**config.mk**
```make
export PLATFORM = sky130hd
export DESIGN_NAME = sha1_hash_engine
export DESIGN_NICKNAME = d
export VERILOG_FILES = /design/src/rtl/sha1he_pkg.sv /design/src/rtl/sha1he_round.sv /design/src/rtl/sha1_hash_engine.sv
export SDC_FILE = /design/constraint.sdc
export NUM_CORES = 2
export LEC_CHECK = 0
export CORE_UTILIZATION = 43
export DETAILED_ROUTE_END_ITERATION = 12
export DONT_BUFFER_PORTS = 1
export GPL_TIMING_DRIVEN = 0
export PLACE_DENSITY = 0.6
export SYNTH_ARGS = -nofsm -noshare
export SYNTH_HDL_FRONTEND = slang
export SYNTH_SLANG_ARGS = --single-unit
```
**constraint.sdc**
```tcl
create_clock -name i_clk -period 41.8 [get_ports i_clk]
set_input_delay 8.36 -clock i_clk [delete_from_list [all_inputs] [get_ports i_clk]]
set_output_delay 8.36 -clock i_clk [all_outputs]
set_load 0.01 [all_outputs]
```
**src/rtl/sha1he_pkg.sv**
```systemverilog
`default_nettype none

package sha1he_pkg;

    localparam int unsigned BLK_BITS  = 512;
    localparam int unsigned NUM_ROUND = 80;
    localparam int unsigned CNT_W     = 61;  // byte count; bit length is this times 8 mod 2^64

    localparam logic [7:0] PAD_BYTE = 8'h80;

    localparam logic [31:0] H_INIT [5] = '{
        32'h67452301, 32'hEFCDAB89, 32'h98BADCFE, 32'h10325476, 32'hC3D2E1F0
    };

    localparam logic [31:0] K_R0 = 32'h5A827999;
    localparam logic [31:0] K_R1 = 32'h6ED9EBA1;
    localparam logic [31:0] K_R2 = 32'h8F1BBCDC;
    localparam logic [31:0] K_R3 = 32'hCA62C1D6;

    localparam logic [6:0] RND_LAST = 7'(NUM_ROUND - 1);

    typedef enum logic [2:0] {
        ST_IDLE,
        ST_PAD,
        ST_ROUND,
        ST_ADD,
        ST_OUT
    } t_state;

    typedef struct packed {
        logic [31:0] a;
        logic [31:0] b;
        logic [31:0] c;
        logic [31:0] d;
        logic [31:0] e;
    } t_vars;

    function automatic logic [31:0] rotl1(input logic [31:0] x);
        return {x[30:0], x[31]};
    endfunction

    function automatic logic [31:0] rotl5(input logic [31:0] x);
        return {x[26:0], x[31:27]};
    endfunction

    function automatic logic [31:0] rotl30(input logic [31:0] x);
        return {x[1:0], x[31:2]};
    endfunction

endpackage

`default_nettype wire

```
**src/rtl/sha1he_round.sv**
```systemverilog
`default_nettype none

module sha1he_round (
    input  wire sha1he_pkg::t_vars i_vars,
    input  wire logic [31:0]       i_w,
    input  wire logic [6:0]        i_rnd,
    output sha1he_pkg::t_vars      o_vars
);
    import sha1he_pkg::*;

    logic [31:0] v_f;
    logic [31:0] v_k;
    logic [31:0] v_tmp;

    always_comb begin
        if (i_rnd < 7'd20) begin
            v_f = (i_vars.b & i_vars.c) | (~i_vars.b & i_vars.d);
            v_k = K_R0;
        end else if (i_rnd < 7'd40) begin
            v_f = i_vars.b ^ i_vars.c ^ i_vars.d;
            v_k = K_R1;
        end else if (i_rnd < 7'd60) begin
            v_f = (i_vars.b & i_vars.c) | (i_vars.b & i_vars.d) | (i_vars.c & i_vars.d);
            v_k = K_R2;
        end else begin
            v_f = i_vars.b ^ i_vars.c ^ i_vars.d;
            v_k = K_R3;
        end
        v_tmp    = rotl5(i_vars.a) + v_f + i_vars.e + v_k + i_w;
        o_vars.a = v_tmp;
        o_vars.b = i_vars.a;
        o_vars.c = rotl30(i_vars.b);
        o_vars.d = i_vars.c;
        o_vars.e = i_vars.d;
    end

endmodule

`default_nettype wire

```
**src/rtl/sha1_hash_engine.sv**
```systemverilog
// SHA-1 digest engine over a byte stream.
// Input beats (s side): tuser = 0 carries one message byte in tdata; tuser = 1
// ends the message and starts padding. Output beats (m side) carry the five
// digest words, word 0 first, with the word index in tuser and tlast on word 4.
// A data byte is taken whenever the block is idle. The byte that completes a 64-byte
// block is followed by the rounds on the single round unit and then an add into
// the chaining words, with tready low throughout.
// An end beat feeds the padding bytes through the same byte path, one per
// cycle (64 - n mod 64 bytes, or that plus 64 when n mod 64 >= 56), runs the
// rounds and the add for each compressed block, then presents the digest
// words one per cycle while the receiver is ready. Each 64 data bytes are
// followed by the round loop, one round per cycle, before the next byte is
// taken. Input is not accepted while padding, compressing or emitting.
// A stalled receiver holds the current digest word; nothing advances until
// it is taken. After word 4 the chaining words and byte count return to
// their initial values. Reset (synchronous, active low) does the same and
// leaves the block idle and ready.
`default_nettype none

module sha1_hash_engine (
    input  wire logic        i_clk,
    input  wire logic        i_rst_n,
    input  wire logic        i_s_tvalid,
    output logic             o_s_tready,
    input  wire logic [7:0]  i_s_tdata,   // [7:0] data_byte
    input  wire logic        i_s_tuser,   // [0] req_type
    output logic             o_m_tvalid,
    input  wire logic        i_m_tready,
    output logic [31:0]      o_m_tdata,   // [31:0] digest_word
    output logic [2:0]       o_m_tuser,   // [2:0] word_index
    output logic             o_m_tlast
);
    import sha1he_pkg::*;

    t_state                r_state, n_state;
    logic [BLK_BITS-1:0]   r_blk, n_blk;
    logic [CNT_W-1:0]      r_cnt, n_cnt;
    logic [5:0]            r_pos, n_pos;
    logic [6:0]            r_rnd, n_rnd;
    logic [2:0]            r_idx, n_idx;
    logic                  r_first, n_first;
    logic                  r_spill, n_spill;
    logic                  r_final, n_final;
    t_vars                 r_vars, n_vars;
    logic [31:0]           r_h [5];
    logic [31:0]           n_h [5];

    t_vars                 w_rvars;
    t_vars                 w_hvars;
    logic [31:0]           w_sched;
    logic [63:0]           w_len;
    logic [7:0]            w_pad;
    logic                  w_spill;

    sha1he_round u_round (
        .i_vars (r_vars),
        .i_w    (r_blk[511:480]),
        .i_rnd  (r_rnd),
        .o_vars (w_rvars)
    );

    assign w_hvars = '{a: r_h[0], b: r_h[1], c: r_h[2], d: r_h[3], e: r_h[4]};

    // next schedule word from w[t+13], w[t+8], w[t+2], w[t]
    assign w_sched = rotl1(r_blk[95:64] ^ r_blk[255:224] ^ r_blk[447:416] ^ r_blk[511:480]);

    assign w_len   = {r_cnt, 3'b000} << {r_pos[2:0], 3'b000};
    assign w_spill = r_spill | (r_first & (&r_pos[5:3]));
    assign w_pad   = r_first ? PAD_BYTE :
                     ((&r_pos[5:3]) && !r_spill) ? w_len[63:56] : 8'h00;

    always_ff @(posedge i_clk) begin
        if (!i_rst_n) begin
            r_state <= ST_IDLE;
            r_cnt   <= '0;
            r_pos   <= '0;
            r_rnd   <= '0;
            r_idx   <= '0;
            r_first <= 1'b0;
            r_spill <= 1'b0;
            r_final <= 1'b0;
            for (int i = 0; i < 5; i++) r_h[i] <= H_INIT[i];
        end else begin
            r_state <= n_state;
            r_cnt   <= n_cnt;
            r_pos   <= n_pos;
            r_rnd   <= n_rnd;
            r_idx   <= n_idx;
            r_first <= n_first;
            r_spill <= n_spill;
            r_final <= n_final;
            for (int i = 0; i < 5; i++) r_h[i] <= n_h[i];
        end
    end

    always_ff @(posedge i_clk) begin
        r_blk  <= n_blk;
        r_vars <= n_vars;
    end

    always_comb begin
        n_state = r_state;
        n_blk   = r_blk;
        n_cnt   = r_cnt;
        n_pos   = r_pos;
        n_rnd   = r_rnd;
        n_idx   = r_idx;
        n_first = r_first;
        n_spill = r_spill;
        n_final = r_final;
        n_vars  = r_vars;
        for (int i = 0; i < 5; i++) n_h[i] = r_h[i];
        o_s_tready = 1'b0;
        o_m_tvalid = 1'b0;

        case (r_state)
            ST_IDLE: begin
                o_s_tready = i_rst_n;
                if (i_s_tvalid) begin
                    if (!i_s_tuser) begin
                        n_blk = {r_blk[BLK_BITS-9:0], i_s_tdata};
                        n_cnt = r_cnt + 1'b1;
                        n_pos = r_pos + 1'b1;
                        if (&r_pos) begin
                            n_state = ST_ROUND;
                            n_vars  = w_hvars;
                            n_rnd   = '0;
                            n_final = 1'b0;
                        end
                    end else begin
                        n_state = ST_PAD;
                        n_first = 1'b1;
                        n_spill = 1'b0;
                    end
                end
            end
            ST_PAD: begin
                // 0x80, zeros, then the big-endian bit length in the last block
                n_blk   = {r_blk[BLK_BITS-9:0], w_pad};
                n_pos   = r_pos + 1'b1;
                n_first = 1'b0;
                n_spill = w_spill;
                if (&r_pos) begin
                    n_state = ST_ROUND;
                    n_vars  = w_hvars;
                    n_rnd   = '0;
                    n_final = !w_spill;
                end
            end
            ST_ROUND: begin
                n_vars = w_rvars;
                n_blk  = {r_blk[BLK_BITS-33:0], w_sched};
                n_rnd  = r_rnd + 1'b1;
                if (r_rnd == RND_LAST) n_state = ST_ADD;
            end
            ST_ADD: begin
                n_h[0] = r_h[0] + r_vars.a;
                n_h[1] = r_h[1] + r_vars.b;
                n_h[2] = r_h[2] + r_vars.c;
                n_h[3] = r_h[3] + r_vars.d;
                n_h[4] = r_h[4] + r_vars.e;
                if (r_final) begin
                    n_state = ST_OUT;
                    n_idx   = '0;
                end else if (r_spill) begin
                    n_state = ST_PAD;
                    n_spill = 1'b0;
                end else begin
                    n_state = ST_IDLE;
                end
            end
            ST_OUT: begin
                o_m_tvalid = 1'b1;
                if (i_m_tready) begin
                    n_idx = r_idx + 1'b1;
                    if (r_idx == 3'd4) begin
                        n_state = ST_IDLE;
                        n_idx   = '0;
                        n_cnt   = '0;
                        n_pos   = '0;
                        n_final = 1'b0;
                        for (int i = 0; i < 5; i++) n_h[i] = H_INIT[i];
                    end
                end
            end
            default: begin
                n_state = ST_IDLE;
            end
        endcase
    end

    assign o_m_tdata = r_h[r_idx];
    assign o_m_tuser = r_idx;
    assign o_m_tlast = (r_idx == 3'd4);

endmodule

`default_nettype wire

```
==> impl_metrics.py <==
metrics = {
    "outcome": {
        "status": "completed",
    },
    "cells_and_area": {
        "multi_input_area_um2": 25560,
        "nets": 6073,
        "fin_cells": 7438,
        "final_area_um2": 58570,
        "area_growth_pct": 11.29,
        "ff_latch_area_um2": 25100,
        "fillCellCount": 11310,
        "layout-drive-gt1-share_pct": 5.323,
    },
    "power": {
        "seqPwrFrac_pct": 49.4,
        "peakVddDrop_uv": 33.94,
        "cellLeakagePower_uw": 0.02420,
        "p_int_uw": 1616,
        "swShare_pct": 24.98,
        "p_clk_share_pct": 42.5,
        "powerDensity_nw_per_um2": 36.77,
        "p_switching_uw": 538.0,
        "power_uw": 2154,
        "p_comb_share_pct": 8.1,
    },
    "critical_path": {
        "critPathLaunch": "i_rst_n",
        "rr_worst_depth": 22,
        "r2r-end": "r_vars[157]",
        "r2r_setup_slack_ps": 33470,
        "crit_arrival_ps": 10310,
        "worstSetupEndpoint": "o_s_tready",
        "crit-reg2reg-launch": "r_rnd[4]",
        "cp.required_ps": 33440,
        "endpoint_kind": "primary output",
        "cp-start-kind": "primary input",
        "worstPathMaxFanout": 10,
        "path_class": "primary input to primary output",
    },
    "timing": {
        "rsz0062_at_grt": "false",
        "worstMarginPinSlew_ps": 1426,
        "hold_violations": 0,
        "finClkSkew_ps": 30.27,
        "fin_crit_sh_pct": 44.68,
        "slew_headroom_pct": 4.563,
        "min_period_ps": 18670,
        "max_freq_ghz": 0.05355,
        "finalSetupViolCount": 0,
        "setup_ws_ps": 23130,
        "holdWs_ps": 505.2,
        "slew_viol_final": 0,
    },
    "clock_tree": {
        "cts_tree": "built",
        "cts.clk_slew.worst_paths_ps": 60,
        "ctsResizeCount": 0,
        "cts_max_level": 3,
        "clk_path_buf_depth": 3,
        "postCtsSetupRepairBufs": 0,
        "cts.sinks": 918,
        "hold_buffers": 0,
        "numCtsBuffers": 103,
        "cts_root_buf": "clkbuf_16",
        "clk_latency_ps": 730,
    },
    "route": {
        "wl_per_cell_um": 24.33,
        "viasPerCell": 5.631,
        "drt-initial-drc-count": 4085,
        "drc_errors": 0,
        "via_count": 41890,
        "ant_nets": 0,
        "wl_mm": 181.0,
        "first_pass_iters": 8,
    },
    "min_path": {
        "hold_path.class": "register to register",
    },
    "global_routing": {
        "grt_max_degree": 102,
        "antenna_found_initial": 2,
        "grt_overflow": 0,
        "grt_pass1_wl_mm": 263.4,
        "grt_pass1_vias": 40100,
        "track_usage_pct": 29.12,
    },
    "logic_synthesis": {
        "ys_seq_area_share_pct": 47.70,
        "syn_inst": 5610,
        "yosysMostFrequentCell": "nand2_1",
        "synth.top_cell.area_share_pct": 38.35,
        "syn_area_um2": 52620,
        "synth-edff-count": 672,
        "avgSynthCellArea_um2": 9.380,
        "synth_cell_types": 93,
        "synth_area_leaders": "edfxtp_1, nand2_1, dfxtp_1",
        "ys_top_cells_by_count": "nand2_1, edfxtp_1, inv_1, dfxtp_1, o21ai_0",
        "ys.flop_type": "edfxtp_1",
        "synth-seq-cells": 918,
        "yosysTopAreaCell": "edfxtp_1",
        "async_reset_ff_share_pct": 0,
        "syn_nets": 5946,
        "yosys_warnings": 0,
    },
    "floorplan": {
        "start_util_pct": 43.63,
        "fp-row-count": 127,
        "pin_count": 51,
        "die_area_um2": 123800,
        "coreArea_um2": 120600,
        "die-height_um": 351.8,
        "die_w_um": 351.8,
    },
    "place": {
        "gp_congestion": 1.043,
        "post-place-cells": 7244,
        "postPlaceCellArea_um2": 55190,
        "dpl.hpwl_mm": 139.1,
        "numPortBuffers": 0,
        "pre_cts_ws_ps": 23100,
    },
    "run": {
        "cap_viol_max_count": 0,
    },
}
-- cell type report --
type	instances	area share, %
inverters	284	1.833
repair buffers	22	0.8930
plain buffers	241	1.564
diodes	2	0.008546
clock inverters	37	0.6495
well taps	1612	3.444
flip-flops and latches	918	42.86
multi-input cells	4167	43.64
clock buffers	155	5.104
-- worst min-delay path by stage --
stage,slack [ps],startpoint,cells after the start,to
after floorplan,450,r_h[2][30],2,r_h[2][30]
after global placement,480,r_pos[5],2,r_pos[5]
after CTS,500,r_h[1][20],2,r_h[1][20]
after detailed placement,490,r_h[1][20],2,r_h[1][20]
final,510,r_h[1][20],2,r_h[1][20]
after global routing,520,r_h[1][20],2,r_h[1][20]
-- cell families after synthesis --
| family | after synthesis | synth area share [%] |
|---|---|---|
| AO/OA/AOI/OAI | 895 | 10.93 |
| AND/OR/NAND/NOR | 2500 | 19.30 |
| multiplexers | 121 | 3.488 |
| adder cells (fa/ha/maj) | 323 | 9.349 |
| buffers and inverters | 525 | 3.764 |
| XOR/XNOR | 328 | 5.459 |
| flip-flops | 918 | 47.70 |
-- flip-flops by register name (all words and copies together), names as in the netlist, 3 cells and up, named ones only --
name       flops
r_cnt         61
r_vars       160
r_rnd          7
r_h          160
r_blk        512
o_m_tuser      3
r_state        3
r_pos          6
-- layer usage --
layer  share of wire [%]  wire length (um)  GRT usage, %
met1                  41             74500         37.89
met2                  47             84300         47.57
met3                 6.9             12510         4.209
met4                 5.3              9665         14.12
met5                   0                 0             0
-- per-stage QoR --
step                      setup TNS [ps]  util (%)
after detailed placement               0     45.76
after floorplan                        0         -
after global placement          -4535180     45.31
final                                  0     48.56
after global routing                   0     48.56
after CTS                              0     48.56
-- worst max-delay path, cell delays in order --
cell,delay [ps]
clkbuf_1,350
clkbuf_1,920
nor4b_1,680
-- power by group through the flow --
| stage | clock (uW) | sequential (uW) | combinational [uW] |
|---|---|---|---|
| after global routing | 957 | 1070 | 194 |
| final | 915 | 1060 | 175 |
| after global placement | 0 | 1140 | 160 |
| after CTS | 926 | 1060 | 174 |
| after floorplan | 0 | 1100 | 119 |
| after detailed placement | 0 | 1080 | 173 |
-- cell usage in the layout, fill, tap and decap left out, types with 20 or more instances in the layout --
cell type and count:
mux2i_1 27, o22ai_1 54, and3_1 25, mux2_2 49
nor3_1 24, and2_1 28, edfxtp_1 672, o21ai_1 36
o211ai_1 20, nor2_1 214, o21a_1 26, o21ai_0 246
a21o_1 78, clkbuf_1 256, xnor2_1 206, fa_1 117
ha_1 206, nor2b_1 61, a211oi_1 20, xor2_1 122
clkbuf_16 107, mux4_2 45, inv_1 282, nand3_1 66
nand2_1 1972, nand4_1 26, dfxtp_1 246, a22oi_1 39
nand2b_1 22, a21oi_1 196
Power figures use the tool's default switching activity.
